**src/design/eida_pkg.sv**
```systemverilog
// Shared types, codes and defaults of the entity id allocator.
package eida_pkg;

  // Default number of ids handed out
  localparam int unsigned MAX_IDS_DEF = 1024;

  // Field widths of the request and response words
  localparam int unsigned ACTION_W = 2;
  localparam int unsigned ENT_ID_W = 10;
  localparam int unsigned STATUS_W = 2;

  // Action codes (code 3 is unused and treated as a query)
  localparam logic [ACTION_W-1:0] ACT_CREATE  = 2'd0;
  localparam logic [ACTION_W-1:0] ACT_DESTROY = 2'd1;
  localparam logic [ACTION_W-1:0] ACT_QUERY   = 2'd2;

  // Status codes
  localparam logic [STATUS_W-1:0] STATUS_OK        = 2'd0;
  localparam logic [STATUS_W-1:0] STATUS_FULL      = 2'd1;
  localparam logic [STATUS_W-1:0] STATUS_NOT_ALIVE = 2'd2;

  typedef struct packed {
    logic [ACTION_W-1:0] action;
    logic [ENT_ID_W-1:0] entity_id;
  } req_t;

  typedef struct packed {
    logic [ENT_ID_W-1:0] result_id;
    logic                is_alive;
    logic [STATUS_W-1:0] status;
  } rsp_t;

endpackage

```
**src/design/eida_ram.sv**
```systemverilog
// Simple dual-port synchronous RAM with registered read.
module eida_ram #(
  parameter int unsigned WIDTH = 1,
  parameter int unsigned DEPTH = eida_pkg::MAX_IDS_DEF
) (
  input  logic                     clk,
  input  logic                     we,
  input  logic [$clog2(DEPTH)-1:0] waddr,
  input  logic [WIDTH-1:0]         wdata,
  input  logic [$clog2(DEPTH)-1:0] raddr,
  output logic [WIDTH-1:0]         rdata
);

  logic [WIDTH-1:0] mem [DEPTH];

  // Write the addressed word
  always_ff @(posedge clk) begin
    if (we) begin
      mem[waddr] <= wdata;
    end
  end

  // Register the read word
  always_ff @(posedge clk) begin
    rdata <= mem[raddr];
  end

endmodule

```
**config.mk**
```make
export PLATFORM = sky130hd
export DESIGN_NAME = eida_ram
export DESIGN_NICKNAME = d
export VERILOG_FILES = /design/src/design/eida_pkg.sv /design/src/design/eida_ram.sv
export SDC_FILE = /design/constraint.sdc
export NUM_CORES = 1
export LEC_CHECK = 0
export ABC_CLOCK_PERIOD_IN_PS = 2500
export BUFFER_PORTS_ARGS = -buffer_cell sky130_fd_sc_hd__buf_2
export CORE_MARGIN = 2
export CORE_UTILIZATION = 45
export CTS_BUF_LIST = sky130_fd_sc_hd__clkbuf_8
export DETAILED_ROUTE_END_ITERATION = 16
export GPL_ROUTABILITY_DRIVEN = 0
export PLACE_DENSITY_LB_ADDON = 0.1
export SYNTH_ARGS = -nofsm -noshare
export SYNTH_HDL_FRONTEND = slang
export SYNTH_SLANG_ARGS = --single-unit
export TNS_END_PERCENT = 5
```
**constraint.sdc**
```tcl
create_clock -name clk -period 2.5 [get_ports clk]
set_input_delay 0.25 -clock clk [delete_from_list [all_inputs] [get_ports clk]]
set_output_delay 0.25 -clock clk [all_outputs]
set_load 0.03 [all_outputs]
```
==> results.ini, run 1 <==
[status]
outcome = finished, final reports clean

[worst_setup_path]
critical_path_class = reg2reg
end_kind = flip-flop
critPathMaxFanout = 2
cp.arrival_ps = 3210
crit_end = rdata
r2r-start = mem[275]
ff2ff_path_depth = 9
r2r_slack_ps = 6
startpoint = mem[275]
reg2reg_to = rdata
required_ps = 3210
crit_path_start_kind = flip-flop

[synthesis]
synth_area_leader_cell = edfxtp_1
synth_ff_type = edfxtp_1
syn_avg_cell_area_sq_um = 14.3
ys.warnings.count = 0
syn_area_sq_mm = 0.0447
synth-seq-cells = 1025
synth_nets = 3135
netlist_top_cells_count = nor2_1, edfxtp_1, mux4_2
yosysUniqueCellTypes = 56
synthArstFlopShare_pct = 0
ys_top_cells_by_area = edfxtp_1, mux4_2, nor2_1
seq_area_frac_synth_pct = 68.9
synth_top_area_share_pct = 68.9
netlist_instances = 3112
synth_edf_count = 1024
yosysMostFrequentCell = nor2_1

[flow_run]
drv_cap = 0

[timing]
relSlewSlack_pct = 37.2
tightest_slew_ps = 940
max_clock_freq_mhz = 401
hold_viol = 0
slew_violations = 0
setup_viol = 0
final.min_clock_period_ps = 2490
rsz0062_at_grt = yes
clock-skew-final_ps = 27.0
fin_crit_sh_pct = 99.7
whs_ps = 181

[final_layout]
utilization_pct = 52.3
design_area_sq_mm = 0.0515
nFillCells = 8443
area_growth_pct = 15.3
nNetsFinal = 3338
layout-drive-gt1-share_pct = 23.0

[cts]
cts.htree.levels = 4
clk_pin_slew_ps = 60
cts-buffers-inserted = 175
clock_latency_ps = 840
post-cts-setup-buffers = 0
cts_root_buffer = clkbuf_8
clock_path_buffers = 3
clock-sinks = 1025
tritoncts = built

[pwr]
leakage_nw = 16.1
power.density_mw_per_mm2 = 686
ir_drop_mv = 0.524

[route]
vias = 28400
postRouteAntennaNets = 0
drt-initial-drc-count = 3731
dr.pass1.iters = 6
avgViaCountPerCell = 5.98
finalWirelength_microns = 138000
wl_per_cell_microns = 29.1
route.detailed.drc = 0

[place]
placed_cell_area_sq_mm = 0.0481
place_hpwl_microns = 79600
port-buffer-count = 23

[hold_path]
hold_class = in2reg

[die]
start_util_pct = 45.4
die_w_microns = 319
dieArea_sq_mm = 0.102
io_pins = 24
rows = 115
die_height_microns = 319
fp.coreArea_sq_mm = 0.0984

[global_routing]
grt_max_degree = 133
antenna_found_initial = 8
grt-ovfl-total = 0
grt.total_usage_pct = 27.4
grt_pass1_vias = 28500
grt_pass1_wl_microns = 199000

[layout make-up]
class	instances	area, sq um	area share [%]
multi-input cells	1778	12600	24.6
well taps	1287	1610	3.13
flip-flops and latches	1025	30800	59.7
clock inverters	128	687	1.33
clock buffers	183	2520	4.89
repair buffers	329	3230	6.28
diodes	5	12.5	0.0243
inverters	6	22.5	0.0437
[cell usage in the layout (no fill, tap or decap), types with 35 or more instances in the layout]
| cell type | instances |
|---|---|
| nor2_1 | 1035 |
| edfxtp_1 | 1024 |
| buf_4 | 235 |
| mux4_2 | 201 |
| clkbuf_8 | 183 |
| mux2i_1 | 123 |
| nand2_1 | 80 |
| inv_1 | 64 |
| buf_12 | 61 |
| o221ai_1 | 49 |
| clkinv_1 | 36 |
| nor3_1 | 35 |
| a21oi_1 | 35 |
[cells by family (layout without fill, tap and decap cells)]
logic type             count (synthesis)  after routing  share of synthesized area [%]
AO/OA/AOI/OAI                        178            178                           2.83
buffers and inverters                309            646                           3.30
flip-flops                          1025           1025                           68.9
multiplexers                         340            340                           13.7
other                                  0              5                              0
AND/OR/NAND/NOR                     1260           1260                           11.2
[layer usage]
layer	vias up	routed length, microns	GRT usage (%)
met5	-	11	0
met4	2	3680	8.78
met3	234	11800	5.23
met2	1328	67100	44.8
met1	14800	55300	37.1
li1	12000	-	-
[registers in the layout, indices dropped and copies added (netlist names)]
signal	flops
mem	1024
rdata	1
[worst min path at each step]
| stage | startpoint | end | cells after the start |
|---|---|---|---|
| floorplan | wdata | mem[0] | 0 |
| global placement | raddr[6] | rdata | 3 |
| detailed placement | raddr[6] | rdata | 3 |
| CTS | raddr[7] | rdata | 6 |
| global route | raddr[7] | rdata | 6 |
| finish | raddr[7] | rdata | 6 |
[power breakdown]
group / internal (mW) / switching, mW / leakage [nW]
Sequential: 18.9 / 0.00937 / 9.21
Clock: 7.27 / 6.84 / 1.86
Combinational: 0.889 / 1.40 / 5.06
[worst max-delay path: stages (launching register included)]
cell and delay, ps:
edfxtp_1 380, mux4_2 480, mux4_2 480, mux2i_1 160, buf_4 170, o21ai_2 60, nor2_2 150, nor3_4 70
nor4_2 270, o2111ai_1 140
[through the flow]
| step | worst slack, ps | TNS, ps | power, mW | instances |
|---|---|---|---|---|
| floorplan | 25.0 | 0 | 20.4 | 3112 |
| global placement | -650 | -650 | 21.5 | 4416 |
| detailed placement | -556 | -556 | 21.5 | 4416 |
| CTS | -16.1 | -16.1 | 35.6 | 4736 |
| global route | -71.0 | -71.0 | 36.5 | 4739 |
| finish | 6.45 | 0 | 35.3 | 4741 |
[what timing repair did]
item | CTS | global route
pin swaps | 8 | 10
endpoints found under the setup margin | 1 | 1
hold endpoints to repair | 70 | 0
hold buffers | 9 | 0
gates resized for setup | 18 | 8
No activity file was read; power rests on OpenSTA's default activity.
==> run 2: changes to the inputs <==
--- a/config.mk
+++ b/config.mk
@@ -12,7 +12,6 @@
 export CTS_BUF_LIST = sky130_fd_sc_hd__clkbuf_8
 export DETAILED_ROUTE_END_ITERATION = 16
 export GPL_ROUTABILITY_DRIVEN = 0
-export PLACE_DENSITY_LB_ADDON = 0.1
 export SYNTH_ARGS = -nofsm -noshare
 export SYNTH_HDL_FRONTEND = slang
 export SYNTH_SLANG_ARGS = --single-unit
==> results.ini, run 2 (synthesis gave the netlist of run 1 again) <==
[status]
outcome = finished, violations left
violations = negative setup slack

[die]
dieArea_sq_mm = 0.102
io_pins = 24
die_height_microns = 319
fp.coreArea_sq_mm = 0.0984
rows = 115
die_w_microns = 319
start_util_pct = 45.4

[worst_setup_path]
cp.arrival_ps = 3230
cp_top_family = multiplexers
critical_path_class = reg2reg
critPathMostFrequentCell = mux4_2
max_stage_delay_ps = 530
path_buf_inv = 0
critPathMaxFanout = 2
cp_slowest_cell = mux4_2
end_kind = flip-flop
critical_path.cell_chain = mux4_2, mux4_2, nor2b_1, a31oi_2, a311oi_2, nor4_2, o2111ai_2
crit_path_start_kind = flip-flop
required_ps = 3230

[pwr]
ir_drop_mv = 0.519
switching_share_pct = 23.1
leakage_nw = 15.9
power.density_mw_per_mm2 = 685
seqPwrFrac_pct = 54.1
p_comb_share_pct = 6.3
clkPwrFrac_pct = 39.6
p_sw_mw = 8.09
intPower_mw = 26.9

[final_layout]
layout-drive-gt1-share_pct = 22.2
nNetsFinal = 3310
largest_register = mem
layout_common_cells = nor2_1, edfxtp_1, buf_4
multi_input_area_sq_mm = 0.0126
final_common_cell = nor2_1
largest_register_ffs = 1024
regArea_sq_mm = 0.0308
reg.largest.list = mem: 1024 flops, rdata: 1 flops
nFillCells = 8323
design_area_sq_mm = 0.0511
area_growth_pct = 14.4

[cts]
tritoncts = built
cts.htree.levels = 4
clk_pin_slew_ps = 60
cts-buffers-inserted = 167
cts_root_buffer = clkbuf_8
clock_path_buffers = 3
clock_latency_ps = 860
clock-sinks = 1025

[global_routing]
grt_max_degree = 163
grt_pass1_vias = 28100
grt.total_usage_pct = 25.5
antenna_found_initial = 6
grt_pass1_wl_microns = 188000
grt-ovfl-total = 0

[timing]
rsz0062_at_grt = yes
clock-skew-final_ps = 52.2
tightest_slew_ps = 811
setup_slack_ps = -2.21
slew_violations = 0
fin_crit_sh_pct = 100
setup_viol = 1
final.min_clock_period_ps = 2500
max_clock_freq_mhz = 400
whs_ps = 128
hold_viol = 0
relSlewSlack_pct = 45.9

[flow_run]
drv_cap = 0

[place]
placed_cell_area_sq_mm = 0.0478
port-buffer-count = 23
pre_cts_ws_ps = -566
place_hpwl_microns = 74000

[route]
drt-initial-drc-count = 3710
route.detailed.drc = 0
wl_per_cell_microns = 27.5
dr.pass1.iters = 8
postRouteAntennaNets = 0
avgViaCountPerCell = 5.98
finalWirelength_microns = 129000
vias = 28100

[hold_path]
hold_class = in2reg

-- run 2: path summary, 6_finish.rpt --
kind / cells after the start / slack, ps / to / startpoint
worst max-delay path: 7 / -2 / rdata / mem[147]
worst min-delay path: 4 / 130 / mem[652] / we
worst max register to register: 7 / -2 / rdata / mem[147]
worst min register to register: 5 / 1180 / rdata / mem[242]
-- run 2: final cells by class --
cell class              count  share of cell area (%)
diodes                      5                  0.0245
multi-input cells        1778                    24.7
clock inverters           124                    1.47
well taps                1287                    3.15
repair buffers            309                    5.73
flip-flops and latches   1025                    60.3
clock buffers             171                    4.61
inverters                   6                  0.0441
-- run 2: metrics by stage --
stage	cells	utilization, %	TNS [ps]	power, mW
after floorplan	3112	-	0	20.4
after global placement	4395	48.5	-599	21.4
after detailed placement	4395	48.5	-566	21.4
after CTS	4700	51.8	0	35.1
after global routing	4703	51.9	-99.7	36.0
final	4705	51.9	-2.21	35.0
-- run 2: worst min-delay path: cells and delay by family --
kind                   cells  cell delay, ps
buffers and inverters      2             310
and+or+nand+nor            2             240
-- run 2: routing by layer --
layer | part of all wire [%] | vias up | GRT usage, %
met5 | 0.016 | - | 0
met4 | 3.6 | 4 | 10.0
met3 | 9.4 | 255 | 5.08
met2 | 48 | 1417 | 41.6
met1 | 39 | 14600 | 33.8
li1 | - | 11900 | -
-- run 2: repair_timing --
action / in CTS / in global routing
pin swaps: 6 / 6
setup buffers: 0 / 0
endpoints found under the hold margin: 84 / 0
gates resized for setup: 9 / 9
endpoints found under the setup margin: 1 / 1
hold buffers: 11 / 0
-- run 2: power by group through the flow --
stage	clock network, mW	logic [mW]	registers, mW
4_1_cts	14.0	2.17	18.9
6_report	13.8	2.20	18.9
5_1_grt	14.8	2.31	18.9
3_5_place_dp	0	2.14	19.3
3_3_place_gp	0	2.11	19.3
2_1_floorplan	0	1.09	19.3
